### config.mk
export PLATFORM = sky130hd
export DESIGN_NAME = interrupt_level_alloc_dispatch_flat
export DESIGN_NICKNAME = d
export VERILOG_FILES = /design/src/design/ilad_pkg.sv /design/src/design/ilad_if.sv /design/src/design/interrupt_level_alloc_dispatch.sv /design/src/design/ilad_table.sv /design/src/design/ilad_probe.sv /design/src/design/ilad_ctrl.sv /design/src/flat_wrapper.sv
export SDC_FILE = /design/constraint.sdc
export NUM_CORES = 1
export LEC_CHECK = 0
export ABC_CLOCK_PERIOD_IN_PS = 11000
export BUFFER_PORTS_ARGS = -buffer_cell sky130_fd_sc_hd__buf_2
export CAP_MARGIN = 20
export CORE_MARGIN = 2
export CORE_UTILIZATION = 50
export CTS_BUF_LIST = sky130_fd_sc_hd__clkbuf_16
export DETAILED_ROUTE_END_ITERATION = 10
export HOLD_SLACK_MARGIN = 0.03
export PLACE_DENSITY = 0.68
export SYNTH_ARGS = -nofsm -noshare
export SYNTH_HDL_FRONTEND = slang
export SYNTH_HIERARCHICAL = 1
export SYNTH_SLANG_ARGS = --single-unit
### constraint.sdc
create_clock -name clock -period 11 [get_ports clock]
set_clock_uncertainty 0.05 [all_clocks]
set_input_delay 0 -clock clock [delete_from_list [all_inputs] [get_ports clock]]
set_output_delay 0 -clock clock [all_outputs]
set_load 0.1 [all_outputs]
### src/design/ilad_pkg.sv
// Shared types and codes for the interrupt level allocator and dispatcher.
package ilad_pkg;

   // Fixed widths of the transfer fields and registers
   localparam int ACTION_W = 2;
   localparam int IRQ_W    = 8;
   localparam int WORD_W   = 64;
   localparam int LEVEL_W  = 6;
   localparam int CSR_IDX_W = 3;
   localparam int CSR_W    = 6;

   typedef enum logic [ACTION_W-1:0] {
      ACT_ALLOC    = 2'd0,
      ACT_RELEASE  = 2'd1,
      ACT_DISPATCH = 2'd2,
      ACT_UNUSED   = 2'd3
   } action_type;

   typedef enum logic [1:0] {
      STAT_OK        = 2'd0,
      STAT_NOTHING   = 2'd1,
      STAT_FULL      = 2'd2,
      STAT_NOT_FOUND = 2'd3
   } status_type;

   typedef enum logic [1:0] {
      KIND_DEVICE  = 2'd0,
      KIND_RESCHED = 2'd1,
      KIND_CALL    = 2'd2,
      KIND_NONE    = 2'd3
   } kind_type;

   typedef enum logic [CSR_IDX_W-1:0] {
      CSR_RESERVED_TOP = 3'd0,
      CSR_IPI_ENABLE   = 3'd1,
      CSR_RESCHED_A    = 3'd2,
      CSR_RESCHED_B    = 3'd3,
      CSR_CALL_A       = 3'd4,
      CSR_CALL_B       = 3'd5
   } csr_index_type;

   // Test applied by the shared probe unit
   typedef enum logic [1:0] {
      PROBE_FREE  = 2'd0,
      PROBE_MATCH = 2'd1,
      PROBE_PEND  = 2'd2,
      PROBE_OFF   = 2'd3
   } probe_mode_type;

   typedef struct packed {
      logic [LEVEL_W-1:0] reserved_top;
      logic               ipi_enable;
      logic [LEVEL_W-1:0] resched_a_level;
      logic [LEVEL_W-1:0] resched_b_level;
      logic [LEVEL_W-1:0] call_a_level;
      logic [LEVEL_W-1:0] call_b_level;
   } cfg_type;

   typedef struct packed {
      logic rd_en;
      logic set_en;
      logic clr_en;
   } tab_cmd_type;

   typedef struct packed {
      status_type         status;
      kind_type           kind;
      logic [LEVEL_W-1:0] level;
      logic [IRQ_W-1:0]   irq_out;
      logic               irq_valid;
      logic               clear_pending;
   } result_type;

   localparam result_type RES_IDLE = '{
      status: STAT_NOTHING, kind: KIND_DEVICE, level: '0,
      irq_out: '0, irq_valid: 1'b0, clear_pending: 1'b0
   };

endpackage

### src/design/ilad_if.sv
// Request and response channel interfaces.
interface ilad_req_if;
   import ilad_pkg::*;
   logic               valid;
   logic               ready;
   logic [ACTION_W-1:0] action;
   logic [IRQ_W-1:0]   irq_in;
   logic [WORD_W-1:0]  pending_word;
   logic [WORD_W-1:0]  mask_word;
   logic               bank;

   modport source (output valid, action, irq_in, pending_word, mask_word, bank,
                   input ready);
   modport sink   (input valid, action, irq_in, pending_word, mask_word, bank,
                   output ready);
endinterface

interface ilad_rsp_if;
   import ilad_pkg::*;
   logic               valid;
   logic               ready;
   logic [1:0]         status;
   logic [1:0]         kind;
   logic [LEVEL_W-1:0] level;
   logic [IRQ_W-1:0]   irq_out;
   logic               irq_valid;
   logic               clear_pending;

   modport source (output valid, status, kind, level, irq_out, irq_valid, clear_pending,
                   input ready);
   modport sink   (input valid, status, kind, level, irq_out, irq_valid, clear_pending,
                   output ready);
endinterface

### src/design/interrupt_level_alloc_dispatch.sv
// Allocate: probes the entries above reserved_top, one per cycle.
// Release: each entry takes a table memory read and a compare.
// Dispatch: ends at the IPI check on a hit or nothing pending, else scans levels top down.
// One transfer at a time; results leave through an output register.
// Synchronous reset frees every level and loads register defaults.
// Top level: configuration registers, sequencer, shared probe, table, output register.
module interrupt_level_alloc_dispatch #(
   parameter int LEVELS   = 64,
   parameter int IRQ_BITS = 8
) (
   input  logic                           clock,
   input  logic                           reset,
   ilad_req_if.sink                       req_chan,
   ilad_rsp_if.source                     rsp_chan,
   input  logic                           csr_we,
   input  logic [ilad_pkg::CSR_IDX_W-1:0] csr_index,
   input  logic [ilad_pkg::CSR_W-1:0]     csr_wdata
);
   import ilad_pkg::*;

   localparam int LW = $clog2(LEVELS);

   cfg_type             cfg_ff, cfg_in;
   tab_cmd_type         tab_cmd;
   logic [LW-1:0]       tab_addr;
   logic [IRQ_BITS-1:0] tab_wirq;
   logic                tab_entry_valid;
   logic [IRQ_BITS-1:0] tab_rd_irq;
   probe_mode_type      probe_mode;
   logic                probe_pend_bit;
   logic [IRQ_BITS-1:0] probe_key;
   logic                probe_hit;
   logic                res_valid;
   logic                res_ready;
   result_type          res;
   logic                rsp_valid_ff, rsp_valid_in;
   result_type          rsp_data_ff, rsp_data_in;

   // Configuration register writes
   always_comb begin
      cfg_in = cfg_ff;
      if (csr_we) begin
         case (csr_index_type'(csr_index))
            CSR_RESERVED_TOP: cfg_in.reserved_top    = csr_wdata;
            CSR_IPI_ENABLE:   cfg_in.ipi_enable      = csr_wdata[0];
            CSR_RESCHED_A:    cfg_in.resched_a_level = csr_wdata;
            CSR_RESCHED_B:    cfg_in.resched_b_level = csr_wdata;
            CSR_CALL_A:       cfg_in.call_a_level    = csr_wdata;
            CSR_CALL_B:       cfg_in.call_b_level    = csr_wdata;
            default:          cfg_in = cfg_ff;
         endcase
      end
   end

   always_ff @(posedge clock) begin
      if (reset) begin
         cfg_ff.reserved_top    <= LEVEL_W'(6);
         cfg_ff.ipi_enable      <= 1'b1;
         cfg_ff.resched_a_level <= LEVEL_W'(0);
         cfg_ff.resched_b_level <= LEVEL_W'(1);
         cfg_ff.call_a_level    <= LEVEL_W'(2);
         cfg_ff.call_b_level    <= LEVEL_W'(3);
      end else begin
         cfg_ff <= cfg_in;
      end
   end

   ilad_ctrl #(.LEVELS(LEVELS), .IRQ_BITS(IRQ_BITS)) u_ctrl (
      .clock           (clock),
      .reset           (reset),
      .cfg             (cfg_ff),
      .req_valid       (req_chan.valid),
      .req_ready       (req_chan.ready),
      .req_action      (req_chan.action),
      .req_irq         (req_chan.irq_in),
      .req_pending     (req_chan.pending_word),
      .req_mask        (req_chan.mask_word),
      .req_bank        (req_chan.bank),
      .tab_cmd         (tab_cmd),
      .tab_addr        (tab_addr),
      .tab_wirq        (tab_wirq),
      .tab_entry_valid (tab_entry_valid),
      .tab_rd_irq      (tab_rd_irq),
      .probe_mode      (probe_mode),
      .probe_pend_bit  (probe_pend_bit),
      .probe_key       (probe_key),
      .probe_hit       (probe_hit),
      .res_valid       (res_valid),
      .res_ready       (res_ready),
      .res             (res)
   );

   ilad_probe #(.IRQ_BITS(IRQ_BITS)) u_probe (
      .mode        (probe_mode),
      .entry_valid (tab_entry_valid),
      .entry_irq   (tab_rd_irq),
      .key         (probe_key),
      .pend_bit    (probe_pend_bit),
      .hit         (probe_hit)
   );

   ilad_table #(.LEVELS(LEVELS), .IRQ_BITS(IRQ_BITS)) u_table (
      .clock       (clock),
      .reset       (reset),
      .cmd         (tab_cmd),
      .addr        (tab_addr),
      .wr_irq      (tab_wirq),
      .entry_valid (tab_entry_valid),
      .rd_irq      (tab_rd_irq)
   );

   // Output register: load a finished result when empty or being drained
   assign res_ready = !rsp_valid_ff || rsp_chan.ready;

   always_comb begin
      rsp_valid_in = rsp_valid_ff;
      rsp_data_in  = rsp_data_ff;
      if (res_valid && res_ready) begin
         rsp_valid_in = 1'b1;
         rsp_data_in  = res;
      end else if (rsp_chan.ready) begin
         rsp_valid_in = 1'b0;
      end
   end

   always_ff @(posedge clock) begin
      if (reset) begin
         rsp_valid_ff <= 1'b0;
      end else begin
         rsp_valid_ff <= rsp_valid_in;
      end
      rsp_data_ff <= rsp_data_in;
   end

   assign rsp_chan.valid         = rsp_valid_ff;
   assign rsp_chan.status        = rsp_data_ff.status;
   assign rsp_chan.kind          = rsp_data_ff.kind;
   assign rsp_chan.level         = rsp_data_ff.level;
   assign rsp_chan.irq_out       = rsp_data_ff.irq_out;
   assign rsp_chan.irq_valid     = rsp_data_ff.irq_valid;
   assign rsp_chan.clear_pending = rsp_data_ff.clear_pending;

endmodule

### src/design/ilad_table.sv
// Level table: valid flags in flops, irq numbers in a one-port memory.
module ilad_table #(
   parameter int LEVELS   = 64,
   parameter int IRQ_BITS = 8,
   localparam int LW = $clog2(LEVELS)
) (
   input  logic                  clock,
   input  logic                  reset,
   input  ilad_pkg::tab_cmd_type cmd,
   input  logic [LW-1:0]         addr,
   input  logic [IRQ_BITS-1:0]   wr_irq,
   output logic                  entry_valid,
   output logic [IRQ_BITS-1:0]   rd_irq
);
   import ilad_pkg::*;

   logic [LEVELS-1:0]   valid_ff;
   logic [IRQ_BITS-1:0] irq_mem [LEVELS];
   logic [IRQ_BITS-1:0] rd_irq_ff;

   // Set on allocate, drop on release, clear all on reset
   always_ff @(posedge clock) begin
      if (reset) begin
         valid_ff <= '0;
      end else if (cmd.set_en) begin
         valid_ff[addr] <= 1'b1;
      end else if (cmd.clr_en) begin
         valid_ff[addr] <= 1'b0;
      end
   end

   // Write irq on allocate, register the read port
   always_ff @(posedge clock) begin
      if (cmd.set_en) begin
         irq_mem[addr] <= wr_irq;
      end
      if (cmd.rd_en) begin
         rd_irq_ff <= irq_mem[addr];
      end
   end

   assign entry_valid = valid_ff[addr];
   assign rd_irq      = rd_irq_ff;

endmodule

### src/design/ilad_probe.sv
// Shared per-entry test unit used by every scan of the sequencer.
module ilad_probe #(
   parameter int IRQ_BITS = 8
) (
   input  ilad_pkg::probe_mode_type mode,
   input  logic                     entry_valid,
   input  logic [IRQ_BITS-1:0]      entry_irq,
   input  logic [IRQ_BITS-1:0]      key,
   input  logic                     pend_bit,
   output logic                     hit
);
   import ilad_pkg::*;

   // Pick the test for the current scan
   always_comb begin
      case (mode)
         PROBE_FREE:  hit = !entry_valid;
         PROBE_MATCH: hit = entry_valid && (entry_irq == key);
         PROBE_PEND:  hit = pend_bit;
         default:     hit = 1'b0;
      endcase
   end

endmodule

### src/design/ilad_ctrl.sv
// Sequencer: walks the level table entry by entry and builds the result.
module ilad_ctrl #(
   parameter int LEVELS   = 64,
   parameter int IRQ_BITS = 8,
   localparam int LW = $clog2(LEVELS)
) (
   input  logic                       clock,
   input  logic                       reset,
   input  ilad_pkg::cfg_type          cfg,
   input  logic                       req_valid,
   output logic                       req_ready,
   input  logic [ilad_pkg::ACTION_W-1:0] req_action,
   input  logic [ilad_pkg::IRQ_W-1:0] req_irq,
   input  logic [ilad_pkg::WORD_W-1:0] req_pending,
   input  logic [ilad_pkg::WORD_W-1:0] req_mask,
   input  logic                       req_bank,
   output ilad_pkg::tab_cmd_type      tab_cmd,
   output logic [LW-1:0]              tab_addr,
   output logic [IRQ_BITS-1:0]        tab_wirq,
   input  logic                       tab_entry_valid,
   input  logic [IRQ_BITS-1:0]        tab_rd_irq,
   output ilad_pkg::probe_mode_type   probe_mode,
   output logic                       probe_pend_bit,
   output logic [IRQ_BITS-1:0]        probe_key,
   input  logic                       probe_hit,
   output logic                       res_valid,
   input  logic                       res_ready,
   output ilad_pkg::result_type       res
);
   import ilad_pkg::*;

   typedef enum logic [2:0] {
      S_IDLE,
      S_ALLOC,
      S_REL_RD,
      S_REL_CHK,
      S_IPI,
      S_SCAN,
      S_MAP,
      S_DONE
   } state_type;

   localparam logic [WORD_W-1:0] LEVEL_MASK =
      (LEVELS >= WORD_W) ? {WORD_W{1'b1}} : ((WORD_W'(1) << LEVELS) - WORD_W'(1));
   localparam logic [LW-1:0]      LAST_IDX   = LW'(LEVELS - 1);

   state_type           state_ff, state_in;
   logic [IRQ_BITS-1:0] key_ff, key_in;
   logic [WORD_W-1:0]   pend_ff, pend_in;
   logic                bank_ff, bank_in;
   logic [LW-1:0]       idx_ff, idx_in;
   result_type          res_ff, res_in;

   logic [LEVEL_W:0]    start_lvl;
   logic                range_empty;
   logic                ipi_on;
   logic                accept;

   assign start_lvl   = {1'b0, cfg.reserved_top} + (LEVEL_W+1)'(1);
   assign range_empty = start_lvl >= (LEVEL_W+1)'(LEVELS);
   assign ipi_on      = !bank_ff && cfg.ipi_enable;
   assign accept      = req_valid && req_ready;

   assign req_ready      = (state_ff == S_IDLE);
   assign res_valid      = (state_ff == S_DONE);
   assign res            = res_ff;
   assign tab_addr       = idx_ff;
   assign tab_wirq       = key_ff;
   assign probe_key      = key_ff;
   assign probe_pend_bit = pend_ff[LEVEL_W'(idx_ff)];

   // Next state and result
   always_comb begin
      state_in   = state_ff;
      key_in     = key_ff;
      pend_in    = pend_ff;
      bank_in    = bank_ff;
      idx_in     = idx_ff;
      res_in     = res_ff;
      tab_cmd    = '0;
      probe_mode = PROBE_OFF;
      case (state_ff)
         S_IDLE: begin
            if (accept) begin
               key_in  = IRQ_BITS'(req_irq);
               pend_in = req_pending & req_mask & LEVEL_MASK;
               bank_in = req_bank;
               idx_in  = start_lvl[LW-1:0];
               res_in  = RES_IDLE;
               case (action_type'(req_action))
                  ACT_ALLOC: begin
                     if (range_empty) begin
                        res_in.status = STAT_FULL;
                        state_in      = S_DONE;
                     end else begin
                        state_in = S_ALLOC;
                     end
                  end
                  ACT_RELEASE: begin
                     if (range_empty) begin
                        res_in.status = STAT_NOT_FOUND;
                        state_in      = S_DONE;
                     end else begin
                        state_in = S_REL_RD;
                     end
                  end
                  ACT_DISPATCH: state_in = S_IPI;
                  default:      state_in = S_DONE;
               endcase
            end
         end
         // Take the first free entry
         S_ALLOC: begin
            probe_mode = PROBE_FREE;
            if (probe_hit) begin
               tab_cmd.set_en = 1'b1;
               res_in.status  = STAT_OK;
               res_in.level   = LEVEL_W'(idx_ff);
               state_in       = S_DONE;
            end else if (idx_ff == LAST_IDX) begin
               res_in.status = STAT_FULL;
               state_in      = S_DONE;
            end else begin
               idx_in = idx_ff + LW'(1);
            end
         end
         S_REL_RD: begin
            tab_cmd.rd_en = 1'b1;
            state_in      = S_REL_CHK;
         end
         // Free the entry that holds the irq
         S_REL_CHK: begin
            probe_mode = PROBE_MATCH;
            if (probe_hit) begin
               tab_cmd.clr_en = 1'b1;
               res_in.status  = STAT_OK;
               res_in.level   = LEVEL_W'(idx_ff);
               state_in       = S_DONE;
            end else if (idx_ff == LAST_IDX) begin
               res_in.status = STAT_NOT_FOUND;
               state_in      = S_DONE;
            end else begin
               idx_in   = idx_ff + LW'(1);
               state_in = S_REL_RD;
            end
         end
         // Check the IPI levels in fixed order, else start the top-down search
         S_IPI: begin
            state_in = S_DONE;
            if (pend_ff == '0) begin
               res_in = RES_IDLE;
            end else begin
               res_in.status        = STAT_OK;
               res_in.clear_pending = 1'b1;
               if (ipi_on && pend_ff[cfg.resched_a_level]) begin
                  res_in.kind  = KIND_RESCHED;
                  res_in.level = cfg.resched_a_level;
               end else if (ipi_on && pend_ff[cfg.resched_b_level]) begin
                  res_in.kind  = KIND_RESCHED;
                  res_in.level = cfg.resched_b_level;
               end else if (ipi_on && pend_ff[cfg.call_a_level]) begin
                  res_in.kind  = KIND_CALL;
                  res_in.level = cfg.call_a_level;
               end else if (ipi_on && pend_ff[cfg.call_b_level]) begin
                  res_in.kind  = KIND_CALL;
                  res_in.level = cfg.call_b_level;
               end else begin
                  res_in.clear_pending = bank_ff;
                  idx_in               = LAST_IDX;
                  state_in             = S_SCAN;
               end
            end
         end
         // Find the highest pending level; the word is known nonzero
         S_SCAN: begin
            probe_mode = PROBE_PEND;
            if (probe_hit) begin
               tab_cmd.rd_en = 1'b1;
               res_in.level  = LEVEL_W'(idx_ff);
               state_in      = S_MAP;
            end else begin
               idx_in = idx_ff - LW'(1);
            end
         end
         // Map the level through the table
         S_MAP: begin
            res_in.irq_valid = tab_entry_valid;
            res_in.irq_out   = tab_entry_valid ? IRQ_W'(tab_rd_irq) : '0;
            state_in         = S_DONE;
         end
         S_DONE: begin
            if (res_ready) begin
               state_in = S_IDLE;
            end
         end
         default: state_in = S_IDLE;
      endcase
   end

   // Hold state and registered values
   always_ff @(posedge clock) begin
      if (reset) begin
         state_ff <= S_IDLE;
      end else begin
         state_ff <= state_in;
      end
      key_ff  <= key_in;
      pend_ff <= pend_in;
      bank_ff <= bank_in;
      idx_ff  <= idx_in;
      res_ff  <= res_in;
   end

endmodule

### src/flat_wrapper.sv
// flat-port wrapper written by rule: the top's interface ports become plain ports
module interrupt_level_alloc_dispatch_flat import ilad_pkg::*;
#(
   parameter int LEVELS   = 64,
   parameter int IRQ_BITS = 8
)
  (clock, reset, csr_we, csr_index, csr_wdata, req_chan_valid, req_chan_action, req_chan_irq_in, req_chan_pending_word, req_chan_mask_word, req_chan_bank, req_chan_ready, rsp_chan_valid, rsp_chan_status, rsp_chan_kind, rsp_chan_level, rsp_chan_irq_out, rsp_chan_irq_valid, rsp_chan_clear_pending, rsp_chan_ready);
  ilad_req_if req_chan_i ();
  ilad_rsp_if rsp_chan_i ();
  input  logic clock;
  input  logic reset;
  input  logic csr_we;
  input  logic [ilad_pkg::CSR_IDX_W-1:0] csr_index;
  input  logic [ilad_pkg::CSR_W-1:0] csr_wdata;
  input wire logic [$bits(req_chan_i.valid)-1:0] req_chan_valid;
  input wire logic [$bits(req_chan_i.action)-1:0] req_chan_action;
  input wire logic [$bits(req_chan_i.irq_in)-1:0] req_chan_irq_in;
  input wire logic [$bits(req_chan_i.pending_word)-1:0] req_chan_pending_word;
  input wire logic [$bits(req_chan_i.mask_word)-1:0] req_chan_mask_word;
  input wire logic [$bits(req_chan_i.bank)-1:0] req_chan_bank;
  output wire logic [$bits(req_chan_i.ready)-1:0] req_chan_ready;
  output wire logic [$bits(rsp_chan_i.valid)-1:0] rsp_chan_valid;
  output wire logic [$bits(rsp_chan_i.status)-1:0] rsp_chan_status;
  output wire logic [$bits(rsp_chan_i.kind)-1:0] rsp_chan_kind;
  output wire logic [$bits(rsp_chan_i.level)-1:0] rsp_chan_level;
  output wire logic [$bits(rsp_chan_i.irq_out)-1:0] rsp_chan_irq_out;
  output wire logic [$bits(rsp_chan_i.irq_valid)-1:0] rsp_chan_irq_valid;
  output wire logic [$bits(rsp_chan_i.clear_pending)-1:0] rsp_chan_clear_pending;
  input wire logic [$bits(rsp_chan_i.ready)-1:0] rsp_chan_ready;
  assign req_chan_i.valid = req_chan_valid;
  assign req_chan_i.action = req_chan_action;
  assign req_chan_i.irq_in = req_chan_irq_in;
  assign req_chan_i.pending_word = req_chan_pending_word;
  assign req_chan_i.mask_word = req_chan_mask_word;
  assign req_chan_i.bank = req_chan_bank;
  assign req_chan_ready = req_chan_i.ready;
  assign rsp_chan_valid = rsp_chan_i.valid;
  assign rsp_chan_status = rsp_chan_i.status;
  assign rsp_chan_kind = rsp_chan_i.kind;
  assign rsp_chan_level = rsp_chan_i.level;
  assign rsp_chan_irq_out = rsp_chan_i.irq_out;
  assign rsp_chan_irq_valid = rsp_chan_i.irq_valid;
  assign rsp_chan_clear_pending = rsp_chan_i.clear_pending;
  assign rsp_chan_i.ready = rsp_chan_ready;
  interrupt_level_alloc_dispatch #(.LEVELS(LEVELS), .IRQ_BITS(IRQ_BITS)) u_core (.clock(clock), .reset(reset), .req_chan(req_chan_i), .rsp_chan(rsp_chan_i), .csr_we(csr_we), .csr_index(csr_index), .csr_wdata(csr_wdata));
endmodule
==> results of run 1 <==
-- flip-flops by register name, summed over array words and instances, names as in the netlist, named ones only --
signal                         cells
u_core/cfg_ff                     31
u_core/rsp_chan.clear_pending      1
u_core/rsp_chan.irq_out            8
u_core/rsp_chan.irq_valid          1
u_core/rsp_chan.kind               2
u_core/rsp_chan.level              6
u_core/rsp_chan.status             2
u_core/rsp_chan.valid              1
u_core/u_ctrl/bank_ff              1
u_core/u_ctrl/pend_ff             64
u_core/u_ctrl/probe_key            8
u_core/u_ctrl/res                 20
u_core/u_ctrl/state_ff             3
u_core/u_ctrl/tab_addr             6
u_core/u_table/irq_mem           512
u_core/u_table/rd_irq              8
-- final cells by class --
cell class,count,area (µm²)
timing repair buffer,381,2860
inverter,85,319
sequential,738,21200
tap,855,1070
fill,4762,26200
multi-input combinational,1243,10200
antenna,5,12.5
clock buffer,77,1930
clock inverter,67,612
-- cells in the mapped netlist (16+ instances only) --
cell type | n | share of area, %
buf_4 | 17 | 0.39
and2_1 | 88 | 1.7
o21ai_0 | 121 | 1.9
a22oi_1 | 55 | 1.3
o22ai_1 | 28 | 0.54
mux4_2 | 97 | 6.7
nand2b_1 | 40 | 0.77
nand3_1 | 21 | 0.32
a21oi_1 | 105 | 1.6
buf_6 | 16 | 0.55
dfxtp_1 | 99 | 6.1
edfxtp_1 | 639 | 59
mux4_1 | 22 | 1.8
buf_2 | 37 | 0.57
nor2_1 | 96 | 1.1
mux2i_1 | 93 | 2.9
clkbuf_1 | 76 | 0.88
mux2_2 | 21 | 0.73
inv_1 | 84 | 0.97
nand2_1 | 124 | 1.4
a221oi_1 | 118 | 3.2
nor4_1 | 21 | 0.40
-- stage by stage --
stage	utilization, %	power, W	cell area, µm²	hold slack, ps	setup WS (ps)
2_1_floorplan	-	0.00527	32500	28.5	6650
3_3_place_gp	52.7	0.00621	33900	126	4100
3_5_place_dp	52.8	0.00625	33900	129	3960
4_1_cts	59.3	0.00887	38100	31.5	3940
5_1_grt	59.3	0.00920	38200	53.5	3380
6_report	59.3	0.00895	38200	51.5	3630
-- metal layers --
layer  up-vias  GRT usage, %  routed length [µm]
met5         -             0                  17
li1       9430             -                   -
met4         2          11.2                3930
met3       299          7.56               11500
met1     11200          38.2               36900
met2      1586          43.9               44100
-- worst max-delay path, delay by kind of cell, from the launching register on --
kind,cells,cell delay (ps)
buffers and inverters,4,1560
and+or+nand+nor,7,3050
DFF,1,1050
AOI/OAI and AO/OA,6,1270
-- cells by family after synthesis --
| kind of cell | synth area share [%] |
|---|---|
| compound gates | 11.1 |
| xor+xnor | 0.431 |
| fa+ha+maj | 0.254 |
| buf+inv | 3.67 |
| flops | 65.1 |
| mux | 12.1 |
| simple gates | 7.38 |
-- power by group through the flow --
| stage | logic, W | registers, W | clock network, W |
|---|---|---|---|
| 2_1_floorplan | 0.00178 | 0.00349 | 0 |
| 3_3_place_gp | 0.00265 | 0.00356 | 0 |
| 3_5_place_dp | 0.00269 | 0.00357 | 0 |
| 4_1_cts | 0.00274 | 0.00351 | 0.00262 |
| 5_1_grt | 0.00295 | 0.00353 | 0.00272 |
| 6_report | 0.00285 | 0.00352 | 0.00259 |
-- what timing repair did --
action	4_1_cts	5_1_grt
hold endpoints to repair	128	19
hold buffers	164	1
setup endpoints to repair	0	0
-- final timing paths --
path,cells after the start,start,endpoint,slack (ps)
max,17,u_core/u_ctrl/tab_addr[0],u_core/u_table/irq_mem[0][5],3630
min,2,req_chan_irq_in[5],u_core/u_ctrl/probe_key[5],50
max reg2reg,17,u_core/u_ctrl/tab_addr[0],u_core/u_table/irq_mem[0][5],3630
min reg2reg,0,u_core/u_ctrl/res[15],u_core/rsp_chan.level[5],370
==> impl_metrics.tcl, run 1 <==
set metrics [dict create \
    synthToLayoutAreaGrowth_pct 17.4 \
    ir_drop_mv 0.158 \
    slew_headroom_pct 12.1 \
    track_usage_pct 28.3 \
    post-route-period-util_pct 67.0 \
    clk_path_buf_depth 3 \
    critPathArrivalTime_ps 7610 \
    gp_congestion 0.914 \
    finalMaxSlewViolations 0 \
    crit_chain "buf_4, nor2b_4, buf_4, a222oi_1, a21oi_1, a21oi_1, o2111a_1, nand4_1, nor2b_1, a211o_1, o31ai_2, inv_1, nor3_1, nand2b_1, nor3_2, nand2_1, inv_1" \
    dpl.cell_count 3136 \
    initial_core_util_pct 50.5 \
    clkPwrFrac_pct 28.9 \
    num_vias 22600 \
    worstSetupEndpointType "flip-flop" \
    syn_area_um2 32500 \
    place.port_buffers 174 \
    critPathKind "reg2reg" \
    p_int_w 0.00575 \
    cp-start-kind "flip-flop" \
    max_cap_violations 0 \
    die_y_um 259 \
    grt_pass1_wl_mm 141 \
    antenna_found_initial 4 \
    floorplan.rows 93 \
    p_switching_w 0.00320 \
    hold_violations 0 \
    p_seq_share_pct 39.3 \
    post-cts-setup-buffer-count 0 \
    grt_max_degree 111 \
    synth_edf_count 639 \
    clock_latency_ps 650 \
    dp_hpwl_mm 58.9 \
    dieWidth_um 259 \
    clk_pin_slew_ps 60 \
    drive_above_1_share_pct 18.5 \
    num-nets-final 2685 \
    syn_avg_cell_area_um2 14.6 \
    fmax_mhz 136 \
    ys_types 88 \
    power_leakage_nw 13.6 \
    rsz0062_at_grt "no" \
    grt_pass1_vias 22100 \
    synth_nets 2389 \
    cts_tree "done" \
    synthFlopType "edfxtp_1" \
    layout_commonest_cell "edfxtp_1" \
    io_pins 175 \
    yosysWarnings 6 \
    yosysSeqAreaShare_pct 65.1 \
    crit_slowest_cell "edfxtp_1" \
    switching_share_pct 35.8 \
    syn_inst 2230 \
    ant_nets 0 \
    ctsResizeCount 0 \
    slowest_delay_ps 1050 \
    viasPerCell 6.53 \
    cts.sinks 738 \
    worst_slew_pin_slew_ps 1310 \
    worstPathRequired_ps 11240 \
    drt_first_iter_violations 3234 \
    async_reset_ff_share_pct 0 \
    drc 0 \
    pwr-share-comb_pct 31.8 \
    status "finished clean" \
    path_max_fanout 38 \
    cts_root_buf "clkbuf_16" \
    core_area_um2 64300 \
    stdcell_count 3451 \
    htree_levels 3 \
    min_period_ps 7370 \
    tritoncts.num_buffers 77 \
    setup_violations 0 \
    wirelength_mm 96.4 \
    synth_seq_cells 738 \
    die-area_um2 67100 \
    hold_class "in2reg" \
    setup_tns_ps 0 \
    dr.pass1.iters 7 \
    final_cell_mix "edfxtp_1, buf_2, dlygate4sd3_1, nand2_1, o21ai_0" \
    power_density_nw_per_um2 234 \
    drt-wirelength-per-cell_um 27.9 \
    grt_overflow_total 0 \
]
No activity file was read; power rests on OpenSTA's default activity.
==> run 2, diff against run 1 <==
--- a/config.mk
+++ b/config.mk
@@ -5,7 +5,8 @@
 export SDC_FILE = /design/constraint.sdc
 export NUM_CORES = 1
 export LEC_CHECK = 0
-export ABC_CLOCK_PERIOD_IN_PS = 11000
+export ABC_AREA = 1
+export ABC_CLOCK_PERIOD_IN_PS = 7700
 export BUFFER_PORTS_ARGS = -buffer_cell sky130_fd_sc_hd__buf_2
 export CAP_MARGIN = 20
 export CORE_MARGIN = 2
==> constraint.sdc (replaced) <==
create_clock -name clock -period 7.7 [get_ports clock]
set_clock_uncertainty 0.05 [all_clocks]
set_input_delay 0 -clock clock [delete_from_list [all_inputs] [get_ports clock]]
set_output_delay 0 -clock clock [all_outputs]
set_load 0.1 [all_outputs]
==> impl_metrics.tcl, run 2 <==
set metrics [dict create \
    rsz0062_at_grt "no" \
    grt_use_met3_pct 4.54 \
    grt_busiest_layer "met2" \
    grt_overflow_total 0 \
    post-cts-setup-buffer-count 0 \
    die_y_um 270 \
    grt_max_degree 206 \
    floorplan.rows 97 \
    worst_slew_pin_slew_ps 1200 \
    die-area_um2 73100 \
    status "finished clean" \
    place.port_buffers 174 \
    final_cell_mix "nand2_1, edfxtp_1, nand3_1, inv_1, nor2_1" \
    ant_nets 0 \
    htree_levels 3 \
    clk_path_buf_depth 3 \
    yosysWarnings 6 \
    ys_types 45 \
    core_area_um2 70100 \
    holdWs_ps 134 \
    dpl.cell_count 5124 \
    num_vias 29900 \
    max_cap_violations 0 \
    synthFlopType "edfxtp_1" \
    dp_hpwl_mm 61.8 \
    cts_tree "done" \
    yosysSeqAreaShare_pct 59.6 \
    crit_slowest_cell "nor3_1" \
    drc 0 \
    synth_top_area_cell "edfxtp_1" \
    track_usage_pct 28.0 \
    synth_edf_count 639 \
    regArea_um2 21200 \
    dr.pass1.iters 7 \
    syn_inst 4182 \
    ir_drop_mv 0.350 \
    critPathArrivalTime_ps 6230 \
    cts_root_buf "clkbuf_16" \
    synthToLayoutAreaGrowth_pct 15.5 \
    use_met2_pct 45.2 \
    critPathKind "reg2reg" \
    async_reset_ff_share_pct 0 \
    tritoncts.num_buffers 78 \
    finalMaxSlewViolations 0 \
    viasPerCell 5.49 \
    drt-wirelength-per-cell_um 19.2 \
    worstSetupEndpointType "flip-flop" \
    power_leakage_nw 17.9 \
    worstPathRequired_ps 7890 \
    clk_pin_slew_ps 60 \
    post-route-period-util_pct 78.4 \
    setup_violations 0 \
    crit_buf_inv 5 \
    n_fill_cell 5989 \
    p_total_w 0.0129 \
    slowest_delay_ps 700 \
    syn_area_um2 35500 \
    utilization_pct 58.5 \
    grt_pass1_wl_mm 160 \
    synth_seq_cells 738 \
    slew_headroom_pct 19.3 \
    grt_pass1_vias 27800 \
    reg.largest.list "u_core/u_table/irq_mem x512, u_core/u_ctrl/pend_ff x64, u_core/cfg_ff x31" \
    ys_top_cells_by_area "edfxtp_1, nand2_1, dfxtp_1" \
    setup_tns_ps 0 \
    gp_congestion 0.951 \
    power_density_nw_per_um2 314 \
    drive_above_1_share_pct 8.32 \
    path_max_fanout 158 \
    antenna_found_initial 2 \
    min_period_ps 6040 \
    initial_core_util_pct 50.6 \
    netlist_top_cells_count "nand2_1, edfxtp_1, nand3_1" \
    num-nets-final 4600 \
    stdcell_count 5448 \
    cp-start-kind "flip-flop" \
    crit_chain "buf_12, inv_4, nand2_1, nand2_1, nand2_1, nand2_1, nand2_1, nand2_1, nor2_1, nand2_1, nand2_1, nor2_2, nand2_1, nor2_1, nand4_1, nand2_1, inv_1, nor3_1, inv_1, nand2_1, buf_4, nand3_1, nor2_1" \
    synth.most_common_cell "nand2_1" \
    largest_reg_flops 512 \
    clock_latency_ps 630 \
    io_pins 175 \
    hold_violations 0 \
    largest_register "u_core/u_table/irq_mem" \
    syn_avg_cell_area_um2 8.49 \
    drt_first_iter_violations 3881 \
    gr-usage-met1_pct 38.7 \
    layout_commonest_cell "nand2_1" \
    synth_nets 4341 \
    critPathTopFamily "simple AND/OR/NAND/NOR gates" \
    wirelength_mm 104 \
    path_common_cell "nand2_1" \
    hold_class "in2reg" \
    synth_top_area_share_pct 54.1 \
    cts.sinks 738 \
    fmax_mhz 166 \
    multi_input_area_um2 12200 \
    dieWidth_um 270 \
]
run 2: cell families (layout without fill, tap and decap cells):
logic type,Yosys count,after routing,synth area share (%)
buffers and inverters,462,785,5.92
other,0,3,0
AOI/OAI and AO/OA,207,207,3.17
and+or+nand+nor,2761,2761,30.8
adders and majority gates,6,6,0.233
DFF,738,738,59.6
xor gates and xnor gates,8,8,0.197
run 2: worst min-delay path: cells and delay by family:
| kind | cells | cell delay (ps) |
|---|---|---|
| buffers and inverters | 3 | 680 |
| and+or+nand+nor | 1 | 30 |
run 2: layout make-up:
type	count	share of cell area, %
flip-flops and latches	738	51.6
multi-input cells	2982	29.9
repair buffers	387	7.16
clock inverters	66	1.34
diodes	3	0.0183
inverters	254	2.38
well taps	940	2.87
clock buffers	78	4.76
run 2: stage by stage:
stage / cell area (µm²) / worst slack (ps)
floorplan: 35500 / 1910
global placement: 36700 / 2130
detailed placement: 36700 / 1940
CTS: 41000 / 1900
global route: 41000 / 1330
finish: 41000 / 1660
run 2: final timing paths:
| path | startpoint | to | slack, ps | cells after the start |
|---|---|---|---|---|
| worst max-delay path | u_core/u_ctrl/tab_addr[1] | u_core/u_table/irq_mem[1][1] | 1660 | 23 |
| worst max register to register | u_core/u_ctrl/tab_addr[1] | u_core/u_table/irq_mem[1][1] | 1660 | 23 |
| worst min register to register | u_core/u_ctrl/res[8] | u_core/rsp_chan.irq_out[6] | 360 | 0 |
| worst min-delay path | req_chan_mask_word[46] | u_core/u_ctrl/pend_ff[46] | 130 | 4 |
run 2: repair_timing:
action                    in CTS  in global routing
resized for setup              0                  0
hold buffers                 176                  0
hold endpoints to repair     153                  0
run 2: per-layer routing:
layer	share of wire, %	vias to the layer above
met2	46	1641
met1	40	14000
met5	0	-
met4	3.3	0
li1	-	14000
met3	9.9	250
run 2: power breakdown:
part	switching (W)	internal, W
combinational	0.00306	0.00105
clock	0.00156	0.00213
sequential	0.000282	0.00481
total	0.00491	0.00799
